[config.mk]
export PLATFORM = sky130hd
export DESIGN_NAME = thermometer_scratchpad_decoder_flat
export DESIGN_NICKNAME = d
export VERILOG_FILES = /design/src/hw/rtl/tsd_pkg.sv /design/src/hw/rtl/tsd_byte_if.sv /design/src/hw/rtl/tsd_result_if.sv /design/src/hw/rtl/tsd_cfg_if.sv /design/src/hw/rtl/thermometer_scratchpad_decoder.sv /design/src/flat_wrapper.sv
export SDC_FILE = /design/constraint.sdc
export NUM_CORES = 1
export LEC_CHECK = 0
export ABC_AREA = 1
export BUFFER_PORTS_ARGS = -buffer_cell sky130_fd_sc_hd__buf_4
export CELL_PAD_IN_SITES_DETAIL_PLACEMENT = 0
export CELL_PAD_IN_SITES_GLOBAL_PLACEMENT = 2
export CORE_MARGIN = 10
export CORE_UTILIZATION = 32
export CTS_BUF_LIST = sky130_fd_sc_hd__clkbuf_4 sky130_fd_sc_hd__clkbuf_8 sky130_fd_sc_hd__clkbuf_16
export DETAILED_ROUTE_END_ITERATION = 12
export PLACE_DENSITY = 0.8
export SETUP_SLACK_MARGIN = 0.2
export SLEW_MARGIN = 20
export SYNTH_ARGS = -nofsm -noshare
export SYNTH_HDL_FRONTEND = slang
export SYNTH_SLANG_ARGS = --single-unit
[constraint.sdc]
create_clock -name clk_i -period 1.8 [get_ports clk_i]
set_input_delay 0.27 -clock clk_i [delete_from_list [all_inputs] [get_ports clk_i]]
set_output_delay 0.27 -clock clk_i [all_outputs]
set_load 0.05 [all_outputs]
[src/hw/rtl/tsd_pkg.sv]
// Package for the thermometer scratchpad decoder: frame constants, decode
// masks and the byte-wide 1-Wire CRC-8 update function.
// No dependencies.
package tsd_pkg;

  // Scratchpad frame layout
  localparam int unsigned FrameBytes  = 9;
  localparam int unsigned PosWidth    = 4;
  localparam int unsigned ByteWidth   = 8;
  localparam int unsigned TempWidth   = 16;

  // Byte slots that the decode reads
  localparam logic [2:0] SlotTempLsb  = 3'd0;
  localparam logic [2:0] SlotTempMsb  = 3'd1;
  localparam logic [2:0] SlotConfig   = 3'd4;
  localparam logic [2:0] SlotCntRem   = 3'd6;
  localparam logic [2:0] SlotCntPerC  = 3'd7;

  // Position of the CRC byte; every lower position is folded into the CRC
  localparam logic [PosWidth-1:0] PosCrcByte = PosWidth'(FrameBytes - 1);

  // CRC-8, reflected polynomial
  localparam logic [ByteWidth-1:0] CrcPoly = 8'h8C;

  // Decode constants
  localparam logic [ByteWidth-1:0] CntPerDegLegacy = 8'h10;
  localparam logic [TempWidth-1:0] LegacyMask      = 16'hFFF0;
  localparam logic [TempWidth-1:0] LegacyBias      = 16'd12;

  // Resolution codes from config byte bits 6:5
  typedef enum logic [1:0] {
    RES_9BIT  = 2'b00,
    RES_10BIT = 2'b01,
    RES_11BIT = 2'b10,
    RES_12BIT = 2'b11
  } res_code_e;

  // Result status codes
  localparam logic StatusOk     = 1'b0;
  localparam logic StatusCrcErr = 1'b1;

  // Fold one byte into the running CRC, LSB first
  function automatic logic [ByteWidth-1:0] crc8_update(
    input logic [ByteWidth-1:0] crc_in,
    input logic [ByteWidth-1:0] data_in
  );
    logic [ByteWidth-1:0] crc;
    logic [ByteWidth-1:0] data;
    logic                 mix;
    crc  = crc_in;
    data = data_in;
    for (int i = 0; i < ByteWidth; i++) begin
      mix  = crc[0] ^ data[0];
      crc  = crc >> 1;
      if (mix) begin
        crc = crc ^ CrcPoly;
      end
      data = data >> 1;
    end
    return crc;
  endfunction

endpackage

[src/hw/rtl/tsd_byte_if.sv]
// Scratchpad byte channel: valid/ready handshake with one byte and a
// frame start mark per beat. Depends on tsd_pkg.
interface tsd_byte_if;
  import tsd_pkg::*;

  logic                 valid;
  logic                 ready;
  logic [ByteWidth-1:0] scratch_byte;
  logic                 frame_start;

  modport source (output valid, output scratch_byte, output frame_start, input ready);
  modport sink   (input valid, input scratch_byte, input frame_start, output ready);
endinterface

[src/hw/rtl/tsd_result_if.sv]
// Result channel: valid/ready handshake carrying the decoded temperature
// and its status per beat. Depends on tsd_pkg.
interface tsd_result_if;
  import tsd_pkg::*;

  logic                        valid;
  logic                        ready;
  logic signed [TempWidth-1:0] temperature;
  logic                        status;

  modport source (output valid, output temperature, output status, input ready);
  modport sink   (input valid, input temperature, input status, output ready);
endinterface

[src/hw/rtl/tsd_cfg_if.sv]
// Configuration write channel: valid/ready handshake carrying the legacy
// decode select. No dependencies.
interface tsd_cfg_if;
  logic valid;
  logic ready;
  logic legacy_model;

  modport source (output valid, output legacy_model, input ready);
  modport sink   (input valid, input legacy_model, output ready);
endinterface

[src/hw/rtl/thermometer_scratchpad_decoder.sv]
// Thermometer scratchpad decoder: top level.
// Depends on tsd_pkg, tsd_byte_if, tsd_result_if and tsd_cfg_if.
//
// Usage:
//   byte_i   carries the nine scratchpad bytes of a frame, byte 0 first. A beat
//            with frame_start set restarts the byte count and the CRC.
//   result_o gives one beat per frame, on the ninth byte: status 0 with a
//            signed Q8.8 temperature, or status 1 with temperature 0 when
//            the CRC over bytes 0..7 does not match the ninth byte.
//   cfg_i    writes legacy_model; it is always ready. The user must write it
//            only while the decoder is idle; the block does not enforce this.
// Timing: one byte is taken every cycle unless stalled. The CRC is folded in
//   and the needed bytes are stored in the cycle of the beat; the result
//   register is loaded on the edge that takes the ninth byte, so the result
//   is valid in the next cycle. Latency is set by that single result register.
// Stall: while a result waits in the output register and result_o.ready is
//   low, byte_i.ready drops; a taken result frees the register in the same
//   cycle, so a waiting receiver that is ready never slows the byte stream.
// Reset: rst_ni clears the byte count, the CRC, legacy_model and the result
//   valid flag; stored bytes are rewritten by every frame before use.
module thermometer_scratchpad_decoder (
  input  logic clk_i,
  input  logic rst_ni,
  tsd_byte_if.sink     byte_i,
  tsd_cfg_if.sink      cfg_i,
  tsd_result_if.source result_o
);
  import tsd_pkg::*;

  logic                 legacy_q;
  logic [PosWidth-1:0]  pos_q, pos_d;
  logic [ByteWidth-1:0] crc_q, crc_d;

  // Held scratchpad bytes that the decode reads
  logic [ByteWidth-1:0] lsb_q, msb_q, cfg_byte_q, cnt_rem_q, cnt_per_q;

  logic                        out_valid_q, out_valid_d;
  logic signed [TempWidth-1:0] temp_q;
  logic                        status_q;

  logic                 accept;
  logic [PosWidth-1:0]  pos_eff;
  logic [ByteWidth-1:0] crc_eff;
  logic                 store_beat;
  logic                 last_beat;

  logic [TempWidth-1:0] raw_word;
  logic [TempWidth-1:0] legacy_word;
  logic [TempWidth-1:0] res_word;
  logic [TempWidth-1:0] sel_word;
  logic [TempWidth-1:0] final_word;
  res_code_e            res_code;

  // Take a byte while the result slot is free or being emptied
  assign byte_i.ready = !out_valid_q || result_o.ready;
  assign accept       = byte_i.valid && byte_i.ready;
  assign cfg_i.ready  = 1'b1;

  // Frame start restarts count and CRC before the byte is used
  assign pos_eff    = byte_i.frame_start ? '0 : pos_q;
  assign crc_eff    = byte_i.frame_start ? '0 : crc_q;
  assign store_beat = accept && (pos_eff < PosCrcByte);
  assign last_beat  = accept && !(pos_eff < PosCrcByte);

  // Advance byte count and CRC
  always_comb begin
    pos_d = pos_q;
    crc_d = crc_q;
    if (store_beat) begin
      pos_d = pos_eff + PosWidth'(1);
      crc_d = crc8_update(crc_eff, byte_i.scratch_byte);
    end else if (last_beat) begin
      pos_d = '0;
      crc_d = '0;
    end
  end

  // Decode the temperature word from the held bytes
  assign raw_word    = {msb_q, lsb_q};
  assign res_code    = res_code_e'(cfg_byte_q[6:5]);

  always_comb begin
    legacy_word = raw_word << 3;
    if (cnt_per_q == CntPerDegLegacy) begin
      legacy_word = (legacy_word & LegacyMask) + LegacyBias
                    - {{(TempWidth-ByteWidth){1'b0}}, cnt_rem_q};
    end
  end

  always_comb begin
    case (res_code)
      RES_9BIT:  res_word = {raw_word[TempWidth-1:3], 3'b000};
      RES_10BIT: res_word = {raw_word[TempWidth-1:2], 2'b00};
      RES_11BIT: res_word = {raw_word[TempWidth-1:1], 1'b0};
      RES_12BIT: res_word = raw_word;
      default:   res_word = raw_word;
    endcase
  end

  assign sel_word   = legacy_q ? legacy_word : res_word;
  assign final_word = sel_word << 4;

  // Result slot: load on the ninth byte, drop when taken
  always_comb begin
    out_valid_d = out_valid_q;
    if (last_beat) begin
      out_valid_d = 1'b1;
    end else if (result_o.ready) begin
      out_valid_d = 1'b0;
    end
  end

  // Control state
  always_ff @(posedge clk_i or negedge rst_ni) begin
    if (!rst_ni) begin
      pos_q       <= '0;
      crc_q       <= '0;
      legacy_q    <= 1'b0;
      out_valid_q <= 1'b0;
    end else begin
      pos_q       <= pos_d;
      crc_q       <= crc_d;
      out_valid_q <= out_valid_d;
      if (cfg_i.valid && cfg_i.ready) begin
        legacy_q <= cfg_i.legacy_model;
      end
    end
  end

  // Hold the bytes the decode needs
  always_ff @(posedge clk_i) begin
    if (store_beat) begin
      case (pos_eff[2:0])
        SlotTempLsb: lsb_q     <= byte_i.scratch_byte;
        SlotTempMsb: msb_q     <= byte_i.scratch_byte;
        SlotConfig:  cfg_byte_q <= byte_i.scratch_byte;
        SlotCntRem:  cnt_rem_q <= byte_i.scratch_byte;
        SlotCntPerC: cnt_per_q <= byte_i.scratch_byte;
        default: ;
      endcase
    end
  end

  // Result payload
  always_ff @(posedge clk_i) begin
    if (last_beat) begin
      if (crc_eff != byte_i.scratch_byte) begin
        temp_q   <= '0;
        status_q <= StatusCrcErr;
      end else begin
        temp_q   <= final_word;
        status_q <= StatusOk;
      end
    end
  end

  assign result_o.valid       = out_valid_q;
  assign result_o.temperature = temp_q;
  assign result_o.status      = status_q;

endmodule

[src/flat_wrapper.sv]
// flat-port wrapper written by rule: the top's interface ports become plain ports
module thermometer_scratchpad_decoder_flat import tsd_pkg::*;
  (clk_i, rst_ni, byte_i_valid, byte_i_scratch_byte, byte_i_frame_start, byte_i_ready, cfg_i_valid, cfg_i_legacy_model, cfg_i_ready, result_o_valid, result_o_temperature, result_o_status, result_o_ready);
  tsd_byte_if byte_i_i ();
  tsd_cfg_if cfg_i_i ();
  tsd_result_if result_o_i ();
  input  logic clk_i;
  input  logic rst_ni;
  input wire logic [$bits(byte_i_i.valid)-1:0] byte_i_valid;
  input wire logic [$bits(byte_i_i.scratch_byte)-1:0] byte_i_scratch_byte;
  input wire logic [$bits(byte_i_i.frame_start)-1:0] byte_i_frame_start;
  output wire logic [$bits(byte_i_i.ready)-1:0] byte_i_ready;
  input wire logic [$bits(cfg_i_i.valid)-1:0] cfg_i_valid;
  input wire logic [$bits(cfg_i_i.legacy_model)-1:0] cfg_i_legacy_model;
  output wire logic [$bits(cfg_i_i.ready)-1:0] cfg_i_ready;
  output wire logic [$bits(result_o_i.valid)-1:0] result_o_valid;
  output wire logic [$bits(result_o_i.temperature)-1:0] result_o_temperature;
  output wire logic [$bits(result_o_i.status)-1:0] result_o_status;
  input wire logic [$bits(result_o_i.ready)-1:0] result_o_ready;
  assign byte_i_i.valid = byte_i_valid;
  assign byte_i_i.scratch_byte = byte_i_scratch_byte;
  assign byte_i_i.frame_start = byte_i_frame_start;
  assign byte_i_ready = byte_i_i.ready;
  assign cfg_i_i.valid = cfg_i_valid;
  assign cfg_i_i.legacy_model = cfg_i_legacy_model;
  assign cfg_i_ready = cfg_i_i.ready;
  assign result_o_valid = result_o_i.valid;
  assign result_o_temperature = result_o_i.temperature;
  assign result_o_status = result_o_i.status;
  assign result_o_i.ready = result_o_ready;
  thermometer_scratchpad_decoder u_core (.clk_i(clk_i), .rst_ni(rst_ni), .byte_i(byte_i_i), .cfg_i(cfg_i_i), .result_o(result_o_i));
endmodule
==> Yosys cells after proc, flatten, opt, wreduce, memory -nomap -nowiden <==
Index checks and enable logic that the tools add are counted.
{ "word_totals": {"register_bits": 66} }
{ "op_classes": {"bitwise_logic": 16, "n_mux": 27, "magnitude_cmp": 1, "reduce_logical": 15, "n_eq_ne": 9, "addsub": 3} }
{ "op_table": {"columns": ["operator", "count"], "rows": [
  ["$mux 8", 18],
  ["$pmux 12 s4", 1],
  ["$mux 12", 2],
  ["$not 2->3", 8],
  ["$add 12x4->12 const B", 1],
  ["$mux 4", 3],
  ["$sub 12x8->12", 1],
  ["$reduce_and 2->1", 5],
  ["$eq 3x3->1 const B", 3],
  ["$eq 8x5->1 const B", 1],
  ["$ne 8x8->1", 1],
  ["$xor 1x1->1", 8],
  ["$add 4x1->4 const B", 1],
  ["$eq 2x2->1 const B", 2],
  ["$lt 4x4->1 const B", 1],
  ["$reduce_bool 2->1", 2],
  ["$eq 3x1->1 const B", 1],
  ["$logic_and 1x1->1", 3],
  ["$logic_not 3->1", 1],
  ["$mux 1", 3],
  ["$eq 2x1->1 const B", 1],
  ["$logic_not 1->1", 2],
  ["$logic_not 2->1", 1],
  ["$logic_or 1x1->1", 1]
]} }

==> Logic depth before layout (Yosys ltp) <==
{ "depth": {"ltp_word": 26, "mapped_depth": 14, "depth_no_buf": 14} }

==> Worst setup path before layout <==
Ideal clock, no wire load.
{ "synth_timing": {"path_kind": "reg-to-reg", "start": "reg u_core.out_valid_q, in the netlist u_core.result_o.valid", "end": "reg u_core.lsb_q[0], enable pin", "required_ns": 1.417, "synth_period_minus_slack_ns": 2.628, "stages_incl_launch_ff": 6, "setup_time_ns": 0.383, "arrival_time_ns": 2.245, "path_buffers": 0, "slack_ns": -0.828, "cell_sequence": "dfrtp_1 -> nand2_1 -> nand2_1 -> nor2_1 -> inv_2 -> nor3_1"} }
{ "synth_via": {"elab_chain_cells": 5} }
{ "synth_lines": {"columns": ["element", "line_no", "rtl"], "rows": [
  ["start: declaration", "thermometer_scratchpad_decoder.sv:37", "logic out_valid_q, out_valid_d;"],
  ["start signal: assignment", "thermometer_scratchpad_decoder.sv:123", "out_valid_q <= out_valid_d;"],
  ["$logic_not 1->1", "thermometer_scratchpad_decoder.sv:55", "assign byte_i.ready = !out_valid_q || result_o.ready;"],
  ["$logic_or 1x1->1", "thermometer_scratchpad_decoder.sv:55", null],
  ["net byte_i_ready", "flat_wrapper.sv:12", "output wire logic [$bits(byte_i_i.ready)-1:0] byte_i_ready;"],
  ["$logic_and 1x1->1", "thermometer_scratchpad_decoder.sv:56", "assign accept = byte_i.valid && byte_i.ready;"],
  ["$logic_and 1x1->1", "thermometer_scratchpad_decoder.sv:62", "assign store_beat = accept && (pos_eff < PosCrcByte);"],
  ["$reduce_and 2->1 (no source line)", null, null],
  ["end signal: assignment", "thermometer_scratchpad_decoder.sv:134", "SlotTempLsb: lsb_q <= byte_i.scratch_byte;"],
  ["end: declaration", "thermometer_scratchpad_decoder.sv:35", "logic [ByteWidth-1:0] lsb_q, msb_q, cfg_byte_q, cnt_rem_q, cnt_per_q;"]
]} }
The timed path passes the listed nets, and every way through them passes these cells.
A chain may end at the register's enable or synchronous reset.

==> Final worst setup path <==
{ "layout_timing": {"start": "reg u_core.lsb_q[3]", "end": "reg u_core.temp_q[13], in the netlist u_core.result_o.temperature[13] (data pin)"} }
{ "layout_via": {"elab_chain_cells": 4} }
{ "layout_lines": {"columns": ["element", "line_no", "rtl"], "rows": [
  ["$add 12x4->12", "thermometer_scratchpad_decoder.sv:85", "legacy_word = (legacy_word & LegacyMask) + LegacyBias"],
  ["$sub 12x8->12", "thermometer_scratchpad_decoder.sv:86", "- {{(TempWidth-ByteWidth){1'b0}}, cnt_rem_q};"],
  ["$mux 12", "thermometer_scratchpad_decoder.sv:84", "if (cnt_per_q == CntPerDegLegacy) begin"],
  ["$mux 12", "thermometer_scratchpad_decoder.sv:100", "assign sel_word = legacy_q ? legacy_word : res_word;"],
  ["end signal: assignment", "thermometer_scratchpad_decoder.sv:151", "temp_q <= final_word;"],
  ["end: declaration", "thermometer_scratchpad_decoder.sv:38", "logic signed [TempWidth-1:0] temp_q;"]
]} }
Every way passes these cells.

==> run metrics <==
dpl cell area 0.00374 mm2; Seq/Total Area, Yosys 53.1%; First DRT Iteration DRCs 102; GRT overflow 0; CP required 1900 ps; clk_lat worst skew 340 ps; most common cell in the synthesized netlist nand2_1; pre-CTS setup slack -29.5 ps; Fill cells 902; Fin Clk Skew 10.8 ps; buffers added on ports 29; CP max stage delay 450 ps; P per Cell Area 947 mW/mm2; drt first pass iters 4; yosys warns 0; synthesized instance count 343; crit path time final 1720 ps; Avg WL per Cell 14.3 um; final period utilization 95.6%; largest net degree at the start of global routing 15; Worst Path Max Fanout 4; clk sinks 57; fraction of registers with async set/reset 24.6%; most common flop cell mapped by yosys edfxtp_1; R2R depth 9; Via-to-Cell Ratio 4.43; Crit Reg-Reg Startpoint u_core.lsb_q[3]; Commonest cells post-synth nand2_1, inv_1, edfxtp_1; starting density of the core 33.1%; hold slack 127 ps; critical-path cell list ha_4 > inv_1 > o21bai_1 > a21oi_2 > nand2_2 > nand2_4 > nand2_2 > xor2_1 > a21oi_1; number of global-route vias before repair 2432; GRT Util Overall 11.2%; post-synth top area share 41.8%; final hold viol count 0; Finished Cell Area 0.00421 mm2; RSZ-0062 raised after global routing true; CTS HTree Levels 3; Max Cap Viol 0; Most Frequent Cell on Critical Path nand2_2; Hold Path Class input port to flip-flop; area leader, netlist edfxtp_1; crit start category flip-flop; Slowest-stage cell, CP edfxtp_1; worst endpoint data arrival time 1820 ps; CP Capture Type flip-flop; total CTS buffers 9; core area 0.00933 mm2; nets 437; setup ws final 78.4 ps; run status finished clean; die width 118 um; Post-Route WL 7800 um; Reg clk slew, reported paths 70 ps; post-route ant nets 0; reg2reg setup slack 80 ps; num rows 35; hold path cells 2; kind of critical path flip-flop to flip-flop; Hold Crit Start cfg_i_valid; Synth Cell Area 0.00309 mm2; CTS tree built; Lkg Pwr 1.80 nW; routed vias 2420; Synth area leaders edfxtp_1, dfrtp_1, nand2_1; Max Buffers Root-to-Sink 2; peak supply drop 0.000481 V; drt drc 0; Max Slew Vio Count 0; Tot Pwr 3.99 mW; share of layout cells above drive strength 1 35.7%; Avg Synthesized Cell Area 9.01 um2; post-synthesis cell type count 33; EDFF count, synth 43; Clock Tree Root clkbuf_8; Crit Reg-Reg Endpoint u_core.result_o.temperature[13]; #FFs+latches synth 57; global-route wire length before repair 12400 um; Routability Congestion 0.828; initial antenna violation count 0; Peak Freq 581 MHz; Min-Delay Endpoint u_core.legacy_q; setup TNS 0 ps; # setup viols final 0; # diodes 0; detailed placer's ending HPWL 5980 um; synthesis-to-finish area growth 36.2%; Total Die Area 0.0140 mm2; Boundary Pins 35; Die Y-Extent 118 um
## worst max-delay path, delay by kind of cell, from the launching register on
| kind | cells | cell delay, ps |
|---|---|---|
| buf+inv | 1 | 50 |
| xor+xnor | 1 | 140 |
| simple gates | 3 | 230 |
| flops | 1 | 450 |
| compound gates | 3 | 290 |
| fa+ha+maj | 1 | 320 |
## sequential cells by signal, indices dropped and copies added (netlist names)
| register | flops |
|---|---|
| u_core.result_o.temperature | 12 |
| u_core.cnt_per_q | 8 |
| u_core.cnt_rem_q | 8 |
| u_core.crc_q | 8 |
| u_core.lsb_q | 8 |
| u_core.msb_q | 4 |
| u_core.pos_q | 4 |
| u_core.cfg_byte_q | 2 |
| u_core.legacy_q | 1 |
| u_core.result_o.status | 1 |
| u_core.result_o.valid | 1 |
## report_power, final
part | total [mW] | switching (mW) | internal, mW
clock | 1.37 | 0.541 | 0.830
sequential | 1.62 | 0.0832 | 1.53
combinational | 0.999 | 0.577 | 0.422
total | 3.99 | 1.20 | 2.79
## layout by cell type (no fill, tap or decap), types with 5 or more instances in the layout
cell type | Yosys | final
a21oi_1 | 13 | 6
a21oi_2 | 1 | 8
buf_4 | 6 | 59
clkbuf_8 | 0 | 10
conb_1 | 2 | 5
dfrtp_1 | 14 | 13
edfxtp_1 | 43 | 43
ha_1 | 10 | 5
ha_4 | 0 | 5
inv_1 | 52 | 47
inv_2 | 1 | 5
nand2_1 | 87 | 75
nand2_2 | 5 | 14
nand3_1 | 19 | 16
nor2_1 | 33 | 22
nor2_2 | 2 | 8
nor2_4 | 0 | 5
o21ai_0 | 15 | 10
o21ai_1 | 3 | 6
xnor2_1 | 6 | 6
xor2_2 | 5 | 6
## repair_timing
item                       in CTS  in global routing
buffers inserted                2                  5
hold endpoints to repair       14                  0
gates resized for setup        18                 33
pin swaps                      15                 18
setup endpoints to repair       7                 33
hold buffers                    1                  0
## worst max-delay path by stage
| stage | startpoint | end | slack, ps |
|---|---|---|---|
| after floorplan | u_core.result_o.valid | u_core.lsb_q[0] | 90 |
| after global placement | u_core.lsb_q[3] | u_core.result_o.temperature[11] | -40 |
| after detailed placement | u_core.lsb_q[3] | u_core.result_o.temperature[11] | -30 |
| after CTS | u_core.lsb_q[2] | u_core.result_o.temperature[13] | 80 |
| after global routing | u_core.lsb_q[2] | u_core.result_o.temperature[13] | -30 |
| final | u_core.lsb_q[3] | u_core.result_o.temperature[13] | 80 |
## cells by family after synthesis
kind of cell	after synthesis	synth area share [%]
buf+inv	63	8.70
simple gates	157	21.5
xor+xnor	15	5.47
fa+ha+maj	10	4.05
compound gates	39	6.96
flops	57	53.1
other cells	2	0.243
## metal layers
metal	up-vias	global-route usage (%)	share of wire, %
li1	1228	-	-
met1	1132	12.5	43
met2	54	19.7	52
met3	6	3.33	5.0
met4	0	4.02	0.81
met5	-	0	0
## stage by stage
| step | util (%) | std cells |
|---|---|---|
| final | 45.1 | 546 |
| after global routing | 45.1 | 546 |
| after CTS | 43.4 | 541 |
| after detailed placement | 40.1 | 522 |
| after global placement | 40.1 | 522 |
| after floorplan | - | 346 |
## layout make-up
cell class	instances	area [um2]	area share, %
multi-input cells	226	1460	34.6
repair buffers	64	515	12.2
clock buffers	11	145	3.45
flip-flops and latches	57	1640	39.0
inverters	54	208	4.93
well taps	129	161	3.83
clock inverters	5	80.1	1.90
Note: power is estimated with default switching activity, not from simulation.
